`config.mk`:
```
export PLATFORM = sky130hd
export DESIGN_NAME = conditional_register_table_filter
export DESIGN_NICKNAME = d
export VERILOG_FILES = /design/src/rtl/core/crtf_pkg.sv /design/src/rtl/core/crtf_front.sv /design/src/rtl/core/crtf_queue.sv /design/src/rtl/core/crtf_back.sv /design/src/rtl/core/conditional_register_table_filter.sv
export SDC_FILE = /design/constraint.sdc
export NUM_CORES = 1
export LEC_CHECK = 0
export BUFFER_PORTS_ARGS = -buffer_cell sky130_fd_sc_hd__buf_2
export CAP_MARGIN = 30
export CORE_ASPECT_RATIO = 0.6
export CORE_MARGIN = 4
export CORE_UTILIZATION = 35
export CTS_CLUSTER_DIAMETER = 50
export DETAILED_ROUTE_END_ITERATION = 10
export MAX_ROUTING_LAYER = met4
export PLACE_DENSITY = 0.54
export SYNTH_ARGS = -nofsm -noshare
export SYNTH_HDL_FRONTEND = slang
export SYNTH_SLANG_ARGS = --single-unit
```
`constraint.sdc`:
```
create_clock -name clk -period 19.1 [get_ports clk]
set_input_delay 2.865 -clock clk [delete_from_list [all_inputs] [get_ports clk]]
set_output_delay 2.865 -clock clk [all_outputs]
set_load 0.01 [all_outputs]
```
`src/rtl/core/crtf_pkg.sv`:
```
package crtf_pkg;

  // marker kind field of a positive marker word (bits 29:28)
  localparam logic [1:0] MARK_IF      = 2'd0;
  localparam logic [1:0] MARK_ELSE_IF = 2'd1;
  localparam logic [1:0] MARK_ELSE    = 2'd2;
  localparam logic [1:0] MARK_ENDIF   = 2'd3;

  // bit positions in the first table word
  localparam int POS_BIT = 31;
  localparam int NEG_BIT = 30;

  // configuration register indexes
  localparam logic [1:0] REG_CUT  = 2'd0;
  localparam logic [1:0] REG_PKG  = 2'd1;
  localparam logic [1:0] REG_INTF = 2'd2;
  localparam logic [1:0] REG_RFE  = 2'd3;

  // value that a zero cut or package register is compared as
  localparam logic [3:0] NIBBLE_ALL = 4'd15;

  // classified table pair
  typedef enum logic [2:0] {
    KIND_PLAIN,
    KIND_COND_HEAD,
    KIND_ELSE,
    KIND_ENDIF,
    KIND_COND_TEST
  } item_kind_t;

  typedef struct packed {
    logic       start;
    item_kind_t kind;
    logic [19:0] cond;
    logic [29:0] addr;
    logic [31:0] data;
  } item_t;

  // chip description from the configuration registers
  typedef struct packed {
    logic [3:0] cut;
    logic [3:0] pkg;
    logic [3:0] intf;
    logic [7:0] rfe;
  } chip_cfg_t;

endpackage

```
`src/rtl/core/crtf_front.sv`:
```
module crtf_front (
  input  logic            clk,
  input  logic            rst_n,
  input  logic            in_valid,
  output logic            in_ready,
  input  logic            in_start,
  input  logic [31:0]     in_first,
  input  logic [31:0]     in_second,
  output logic            f_valid,
  input  logic            f_ready,
  output crtf_pkg::item_t f_item
);
  import crtf_pkg::*;

  logic  f_valid_r;
  item_t f_item_r;
  item_t item_nxt;

  // classify the incoming pair
  always_comb begin
    item_nxt.start = in_start;
    item_nxt.cond  = {in_first[27:24], in_first[15:12], in_first[11:8], in_first[7:0]};
    item_nxt.addr  = in_first[29:0];
    item_nxt.data  = in_second;
    if (in_first[POS_BIT]) begin
      case (in_first[29:28])
        MARK_ENDIF: item_nxt.kind = KIND_ENDIF;
        MARK_ELSE:  item_nxt.kind = KIND_ELSE;
        default:    item_nxt.kind = KIND_COND_HEAD;
      endcase
    end else if (in_first[NEG_BIT]) begin
      item_nxt.kind = KIND_COND_TEST;
    end else begin
      item_nxt.kind = KIND_PLAIN;
    end
  end

  assign in_ready = !f_valid_r || f_ready;

  // input register stage
  always_ff @(posedge clk) begin
    if (!rst_n) begin
      f_valid_r <= 1'b0;
    end else if (in_ready) begin
      f_valid_r <= in_valid;
    end
  end

  always_ff @(posedge clk) begin
    if (in_ready && in_valid) begin
      f_item_r <= item_nxt;
    end
  end

  assign f_valid = f_valid_r;
  assign f_item  = f_item_r;

endmodule

```
`src/rtl/core/crtf_queue.sv`:
```
module crtf_queue #(
  parameter int DEPTH = 4
) (
  input  logic            clk,
  input  logic            rst_n,
  input  logic            push,
  output logic            push_ready,
  input  crtf_pkg::item_t push_item,
  output logic            pop_valid,
  input  logic            pop,
  output crtf_pkg::item_t pop_item
);
  import crtf_pkg::*;

  localparam int AW = $clog2(DEPTH);
  localparam int CW = $clog2(DEPTH + 1);

  item_t         mem_r [DEPTH];
  logic [AW-1:0] wr_ptr_r;
  logic [AW-1:0] rd_ptr_r;
  logic [CW-1:0] count_r;
  logic          do_push;

  assign push_ready = count_r != CW'(DEPTH);
  assign pop_valid  = count_r != '0;
  assign do_push    = push && push_ready;
  assign pop_item   = mem_r[rd_ptr_r];

  // storage
  always_ff @(posedge clk) begin
    if (do_push) begin
      mem_r[wr_ptr_r] <= push_item;
    end
  end

  // pointers and fill count
  always_ff @(posedge clk) begin
    if (!rst_n) begin
      wr_ptr_r <= '0;
      rd_ptr_r <= '0;
      count_r  <= '0;
    end else begin
      if (do_push) begin
        wr_ptr_r <= (wr_ptr_r == AW'(DEPTH - 1)) ? '0 : wr_ptr_r + 1'b1;
      end
      if (pop) begin
        rd_ptr_r <= (rd_ptr_r == AW'(DEPTH - 1)) ? '0 : rd_ptr_r + 1'b1;
      end
      case ({do_push, pop})
        2'b10:   count_r <= count_r + 1'b1;
        2'b01:   count_r <= count_r - 1'b1;
        default: count_r <= count_r;
      endcase
    end
  end

  a_no_overfill: assert property (@(posedge clk) disable iff (!rst_n)
    count_r <= CW'(DEPTH)) else $error("queue count beyond depth");

  a_pop_nonempty: assert property (@(posedge clk) disable iff (!rst_n)
    pop |-> count_r != '0) else $error("pop from empty queue");

  a_push_grows: assert property (@(posedge clk) disable iff (!rst_n)
    (do_push && !pop) |=> count_r == $past(count_r) + 1'b1)
    else $error("push did not grow queue");

endmodule

```
`src/rtl/core/crtf_back.sv`:
```
module crtf_back (
  input  logic               clk,
  input  logic               rst_n,
  input  crtf_pkg::chip_cfg_t cfg,
  input  logic               q_valid,
  output logic               q_pop,
  input  crtf_pkg::item_t    q_item,
  output logic               out_valid,
  input  logic               out_ready,
  output logic [29:0]        out_addr,
  output logic [31:0]        out_data
);
  import crtf_pkg::*;

  logic        matched_r, matched_nxt;
  logic        taken_r, taken_nxt;
  logic [19:0] held_r, held_nxt;
  logic        out_valid_r, out_valid_nxt;
  logic [29:0] out_addr_r, out_addr_nxt;
  logic [31:0] out_data_r, out_data_nxt;

  logic        m0, t0;
  logic [19:0] h0;
  logic [3:0]  cut_eff, pkg_eff;
  logic        cond_ok;

  // pop when the output register is free or being drained
  assign q_pop = q_valid && (!out_valid_r || out_ready);

  // state as it stands after an optional table start
  assign m0 = q_item.start ? 1'b1 : matched_r;
  assign t0 = q_item.start ? 1'b0 : taken_r;
  assign h0 = q_item.start ? '0 : held_r;

  // condition test against the chip description
  assign cut_eff = (cfg.cut == '0) ? NIBBLE_ALL : cfg.cut;
  assign pkg_eff = (cfg.pkg == '0) ? NIBBLE_ALL : cfg.pkg;
  assign cond_ok = (h0[19:16] == '0 || h0[19:16] == cut_eff)
                && (h0[15:12] == '0 || h0[15:12] == pkg_eff)
                && (h0[11:8] == '0 || h0[11:8] == cfg.intf)
                && (h0[7:0] == cfg.rfe);

  // group tracking and write emission
  always_comb begin
    matched_nxt   = matched_r;
    taken_nxt     = taken_r;
    held_nxt      = held_r;
    out_valid_nxt = out_valid_r && !out_ready;
    out_addr_nxt  = out_addr_r;
    out_data_nxt  = out_data_r;
    if (q_pop) begin
      matched_nxt = m0;
      taken_nxt   = t0;
      held_nxt    = h0;
      case (q_item.kind)
        KIND_ENDIF: begin
          matched_nxt = 1'b1;
          taken_nxt   = 1'b0;
        end
        KIND_ELSE: begin
          matched_nxt = !t0;
        end
        KIND_COND_HEAD: begin
          held_nxt = q_item.cond;
        end
        KIND_COND_TEST: begin
          if (!t0 && cond_ok) begin
            matched_nxt = 1'b1;
            taken_nxt   = 1'b1;
          end else begin
            matched_nxt = 1'b0;
          end
        end
        KIND_PLAIN: begin
          if (m0) begin
            out_valid_nxt = 1'b1;
            out_addr_nxt  = q_item.addr;
            out_data_nxt  = q_item.data;
          end
        end
        default: begin
          matched_nxt = m0;
        end
      endcase
    end
  end

  always_ff @(posedge clk) begin
    if (!rst_n) begin
      matched_r   <= 1'b1;
      taken_r     <= 1'b0;
      held_r      <= '0;
      out_valid_r <= 1'b0;
    end else begin
      matched_r   <= matched_nxt;
      taken_r     <= taken_nxt;
      held_r      <= held_nxt;
      out_valid_r <= out_valid_nxt;
    end
  end

  // output payload
  always_ff @(posedge clk) begin
    out_addr_r <= out_addr_nxt;
    out_data_r <= out_data_nxt;
  end

  assign out_valid = out_valid_r;
  assign out_addr  = out_addr_r;
  assign out_data  = out_data_r;

  a_endif_matches: assert property (@(posedge clk) disable iff (!rst_n)
    (q_pop && q_item.kind == KIND_ENDIF) |=> (matched_r && !taken_r))
    else $error("endif did not reopen the group");

  a_skip_unmatched: assert property (@(posedge clk) disable iff (!rst_n)
    (q_pop && q_item.kind == KIND_PLAIN && !q_item.start && !matched_r) |=> !out_valid_r)
    else $error("write emitted in unmatched group");

  a_no_invented: assert property (@(posedge clk) disable iff (!rst_n)
    (!q_pop && !(out_valid_r && !out_ready)) |=> !out_valid_r)
    else $error("write appeared without a request");

endmodule

```
`src/rtl/core/conditional_register_table_filter.sv`:
```
// path: an accepted request is registered in the classifier input stage, then in the queue,
// and its write is offered on out_ from the back end output register
// throughput: one table pair per cycle while writes are taken, set by the single-pass
// group tracker in the back end; a four-deep queue before the tracker absorbs output stalls
// reset: rst_n is synchronous and active low; it clears the queue, output and group
// flags (group matched, nothing taken, held condition zero) and all config registers
module conditional_register_table_filter #(
  parameter int DEPTH = 4
) (
  input  logic        clk,
  input  logic        rst_n,
  // input table pairs
  input  logic        in_tvalid,
  output logic        in_tready,
  input  logic [63:0] in_tdata,   // first_word[31:0], second_word[63:32]
  input  logic        in_tuser,   // table_start
  // register writes
  output logic        out_tvalid,
  input  logic        out_tready,
  output logic [63:0] out_tdata,  // reg_addr[29:0], reg_data[61:30], zero[63:62]
  // configuration
  input  logic        cfg_psel,
  input  logic        cfg_penable,
  input  logic        cfg_pwrite,
  input  logic [3:0]  cfg_paddr,
  input  logic [31:0] cfg_pwdata,
  output logic [31:0] cfg_prdata,
  output logic        cfg_pready
);
  import crtf_pkg::*;

  logic [3:0] cut_r;
  logic [3:0] pkg_r;
  logic [3:0] intf_r;
  logic [7:0] rfe_r;
  chip_cfg_t  cfg;
  logic       cfg_wr;

  logic       f_valid, f_ready;
  item_t      f_item;
  logic       q_valid, q_pop;
  item_t      q_item;
  logic [29:0] out_addr;
  logic [31:0] out_data;

  // configuration registers
  assign cfg_pready = 1'b1;
  assign cfg_wr     = cfg_psel && cfg_penable && cfg_pwrite && cfg_pready;

  always_ff @(posedge clk) begin
    if (!rst_n) begin
      cut_r  <= '0;
      pkg_r  <= '0;
      intf_r <= '0;
      rfe_r  <= '0;
    end else if (cfg_wr) begin
      case (cfg_paddr[3:2])
        REG_CUT:  cut_r  <= cfg_pwdata[3:0];
        REG_PKG:  pkg_r  <= cfg_pwdata[3:0];
        REG_INTF: intf_r <= cfg_pwdata[3:0];
        REG_RFE:  rfe_r  <= cfg_pwdata[7:0];
        default:  rfe_r  <= rfe_r;
      endcase
    end
  end

  // register readback
  always_comb begin
    case (cfg_paddr[3:2])
      REG_CUT:  cfg_prdata = {28'd0, cut_r};
      REG_PKG:  cfg_prdata = {28'd0, pkg_r};
      REG_INTF: cfg_prdata = {28'd0, intf_r};
      REG_RFE:  cfg_prdata = {24'd0, rfe_r};
      default:  cfg_prdata = '0;
    endcase
  end

  assign cfg.cut  = cut_r;
  assign cfg.pkg  = pkg_r;
  assign cfg.intf = intf_r;
  assign cfg.rfe  = rfe_r;

  // classifier
  crtf_front u_front (
    .clk       (clk),
    .rst_n     (rst_n),
    .in_valid  (in_tvalid),
    .in_ready  (in_tready),
    .in_start  (in_tuser),
    .in_first  (in_tdata[31:0]),
    .in_second (in_tdata[63:32]),
    .f_valid   (f_valid),
    .f_ready   (f_ready),
    .f_item    (f_item)
  );

  // decoupling queue
  crtf_queue #(
    .DEPTH (DEPTH)
  ) u_queue (
    .clk        (clk),
    .rst_n      (rst_n),
    .push       (f_valid),
    .push_ready (f_ready),
    .push_item  (f_item),
    .pop_valid  (q_valid),
    .pop        (q_pop),
    .pop_item   (q_item)
  );

  // group tracker and write output
  crtf_back u_back (
    .clk       (clk),
    .rst_n     (rst_n),
    .cfg       (cfg),
    .q_valid   (q_valid),
    .q_pop     (q_pop),
    .q_item    (q_item),
    .out_valid (out_tvalid),
    .out_ready (out_tready),
    .out_addr  (out_addr),
    .out_data  (out_data)
  );

  assign out_tdata = {2'b00, out_data, out_addr};

endmodule

```
==> reports/metrics.csv <==
stage,metric,value,unit
floorplanning,core,0.04549,mm²
hold_path,hold_start,u_front.f_item[26]$_DFFE_PP_,
pwr,p_sw_share,25.48,%
pwr,power_report.internal_total,1.812,mW
sta,maxSlewViolCount,0,
worst_setup_path,cp-start-kind,input port,
finish,finalNetCount,1101,
sta,fin_setup_tns,0,ns
route,dr.first_iter.drc_count,435,
flow_run,maxCapViolCount,0,
pwr,combPwrFrac,15.7,%
yosys,syn-instance-count,807,
pwr,p_seq_share,49.7,%
yosys,async_flop_share,0,%
cts,clock_latency,0.54,ns
floorplanning,rows,60,
global_routing,antenna_found_initial,3,
route,drc_errors,0,
route,via_per_inst,4.639,
hold_path,whs_endpoint,u_queue.mem_r[3][26]$_DFFE_PP_,
sta,skew,0.02696,ns
yosys,yosys.area.top_type,edfxtp_1,
sta,tightest_slew,0.9522,ns
worst_setup_path,crit_arrival,3.81,ns
global_routing,grt-ovfl-total,0,
global_routing,track_usage,12.95,%
worst_setup_path,path_class,in -> out,
floorplanning,die_y,175.3,µm
finish,final_area,0.01923,mm²
worst_setup_path,path_delay_family,multiplexers,
yosys,synth-seq-cells,445,
hold_path,hold_class,reg -> reg,
finish,syn_to_final_growth,17.73,%
route,postRouteAntennaNets,0,
placement,place.gp.congestion,0.7347,
worst_setup_path,r2r_cells,7,
yosys,syn_area_per_cell,20.24,µm²
route,num_vias,7618,
placement,place_area,0.01781,mm²
cts,clock_path_buffers,3,
cts,cts_setup_buffers,0,
pwr,peakVddDrop,0.00006182,V
yosys,synth_top_cell_area_share,72.06,%
sta,fmax,149.8,MHz
hold_path,whs_path_depth,0,
floorplanning,start_util,35.91,%
sta,rsz0062_at_grt,false,
cts,ctsHtreeMaxLevel,2,
route,wl_per_cell,19.28,µm
yosys,yosysSeqAreaShare,78.55,%
finish,drive_above_1_share,30.17,%
worst_setup_path,path_buf_inv,2,
cts,cts_resized,0,
yosys,synth.distinct_cells,45,
worst_setup_path,crit_required,16.23,ns
pwr,clkPwrFrac,34.6,%
worst_setup_path,worstPathMaxFanout,12,
global_routing,grt_pass1_vias,7880,
cts,cts_sinks,445,
yosys,synth_edf_count,392,
worst_setup_path,cpMostUsedCell,buf_2,
sta,hold_violations,0,
worst_setup_path,end_kind,output port,
worst_setup_path,crit_path_top_delay_cell,mux4_2,
placement,port_buffers,153,
worst_setup_path,crit_chain,buf_2 -> mux4_2 -> buf_2,
route,drt_wl_total,31650,µm
cts,ctsHoldBuffers,0,
pwr,power.density,126.4,mW/mm²
pwr,power.leakage,6.462,nW
cts,cts_tree,done,
worst_setup_path,r2r_end,u_back.out_data[17]$_DFFE_PP_,
sta,relSlewSlack,36.28,%
worst_setup_path,cp_slowest_stage_delay,0.54,ns
cts,cts_made_buffers,45,
sta,finalCritPeriodShare,34.95,%
global_routing,grt_max_degree,53,
worst_setup_path,regToRegSetupSlack,15.63,ns
floorplanning,die_w,286.9,µm
floorplanning,io_pins,207,
sta,finalCriticalPeriod,6.676,ns
route,drtPass1Iterations,4,
yosys,syn-cell-area,0.01634,mm²
pwr,p_sw,0.6196,mW
yosys,synthFlopType,edfxtp_1,
yosys,synthTopCellsByArea,"edfxtp_1 72%, mux4_2 9.7%, dfxtp_1 6.5%",
sta,finalSetupViolations,0,
yosys,ys_warn_count,0,
cts,clkSlewWorstSetupHoldPaths,0.06,ns
floorplanning,die_area,0.05031,mm²
global_routing,grt_pass1_wl,48380,µm
cts,root_buffer,clkbuf_16,
placement,dp_hpwl,19220,µm
status,outcome,completed,
## how the worst max path moves through the flow
stage,from,endpoint,slack (ns),depth (start not counted)
after floorplan,out_tready,u_back.out_addr[0]$_DFFE_PP_,10.49,5
after global placement,cfg_paddr[2],cfg_prdata[0],12.43,3
after detailed placement,cfg_paddr[2],cfg_prdata[3],12.42,3
after CTS,cfg_paddr[2],cfg_prdata[3],12.42,3
after global routing,cfg_paddr[2],cfg_prdata[3],12.38,3
final,cfg_paddr[2],cfg_prdata[0],12.42,3
## layout make-up
type                       count  area (µm²)
multi-input combinational    319        3271
inverter                      12       45.04
fill                        4073       26260
timing repair buffer         163       880.8
clock inverter                23       197.7
antenna                        1       2.502
tap                          620       775.7
clock buffer                  59        1220
sequential                   445       12840
## power by group through the flow
stage	Clock [mW]	Combinational [mW]	Sequential, mW
finish	0.842	0.382	1.21
global route	0.921	0.419	1.22
CTS	0.873	0.390	1.21
detailed placement	0	0.390	1.23
global placement	0	0.362	1.25
floorplan	0	0.276	1.22
## cell families (layout without fill, tap and decap cells)
group	Yosys count	count (layout)	synth area share, %
AO/OA/AOI/OAI	56	56	2.512
other	2	28	0.04597
AND/OR/NAND/NOR	120	120	4.090
adder cells (fa/ha/maj)	7	7	0.5821
buffers and inverters	68	257	2.290
multiplexers	94	94	11.12
flip-flops	445	445	78.55
XOR/XNOR	15	15	0.8043
## worst reg2reg max path, stage by stage (launching register included)
cell	delay (ns)
dfxtp_4	0.64
buf_4	0.32
buf_16	0.33
mux4_2	0.62
nor2_1	0.19
nand2_1	0.11
a211oi_4	0.22
buf_4	0.61
## state kept, by name, indices dropped and copies added, names as in the netlist, 8 cells and up, named ones only
name             count
u_back.out_data     32
u_back.held_r       20
u_back.out_addr     30
u_front.f_item      66
rfe_r                8
u_queue.mem_r      264
## routing by layer
metal | up-vias | part of all wire (%) | track usage (%)
met4 | 0 | 1.9 | 2.997
met2 | 174 | 47 | 19.81
met3 | 58 | 5.0 | 2.827
met1 | 3864 | 47 | 17.90
met5 | - | 0 | -
li1 | 3522 | - | -
## synthesized netlist by cell type (2+ instances only)
cell,n
a21boi_0,4
a21oi_1,4
a22oi_1,21
a31oi_1,2
and2_1,5
and3_1,11
buf_2,11
buf_4,28
clkbuf_1,17
conb_1,2
dfxtp_1,53
edfxtp_1,392
ha_1,6
inv_1,12
mux2i_1,24
mux4_2,70
nand2_1,18
nand3_1,5
nor2_1,14
nor2b_1,45
nor3_1,10
nor4_1,6
o21a_1,2
o21ai_0,8
o31ai_1,3
o32ai_1,2
xnor2_1,6
xor2_1,9
## cell usage in the layout (no fill, tap or decap), types with 4 or more instances in the layout
| cell type | netlist | final |
|---|---|---|
| a21boi_0 | 4 | 4 |
| a21oi_1 | 4 | 4 |
| a22oi_1 | 21 | 21 |
| and2_1 | 5 | 5 |
| and3_1 | 11 | 7 |
| and3_4 | 0 | 4 |
| buf_2 | 11 | 153 |
| buf_4 | 28 | 8 |
| clkbuf_1 | 17 | 11 |
| clkbuf_16 | 0 | 46 |
| clkinv_1 | 0 | 8 |
| clkinv_2 | 0 | 5 |
| conb_1 | 2 | 27 |
| dfxtp_1 | 53 | 51 |
| edfxtp_1 | 392 | 392 |
| ha_1 | 6 | 6 |
| inv_1 | 12 | 12 |
| mux2i_1 | 24 | 24 |
| mux4_2 | 70 | 70 |
| nand2_1 | 18 | 18 |
| nand3_1 | 5 | 5 |
| nor2_1 | 14 | 14 |
| nor2b_1 | 45 | 45 |
| nor3_1 | 10 | 10 |
| nor4_1 | 6 | 6 |
| o21ai_0 | 8 | 8 |
| xnor2_1 | 6 | 6 |
| xor2_1 | 9 | 9 |
## metrics by stage
stage	setup slack (ns)	instances	util [%]	hold slack, ns	power (mW)
floorplan	10.49	832	-	0.4587	1.492
global placement	12.43	1557	39.03	0.4759	1.607
detailed placement	12.42	1559	39.15	0.4821	1.620
CTS	12.42	1641	42.27	0.4970	2.474
global route	12.38	1642	42.27	0.5129	2.558
finish	12.42	1642	42.27	0.4969	2.432
Power figures use the tool's default switching activity.
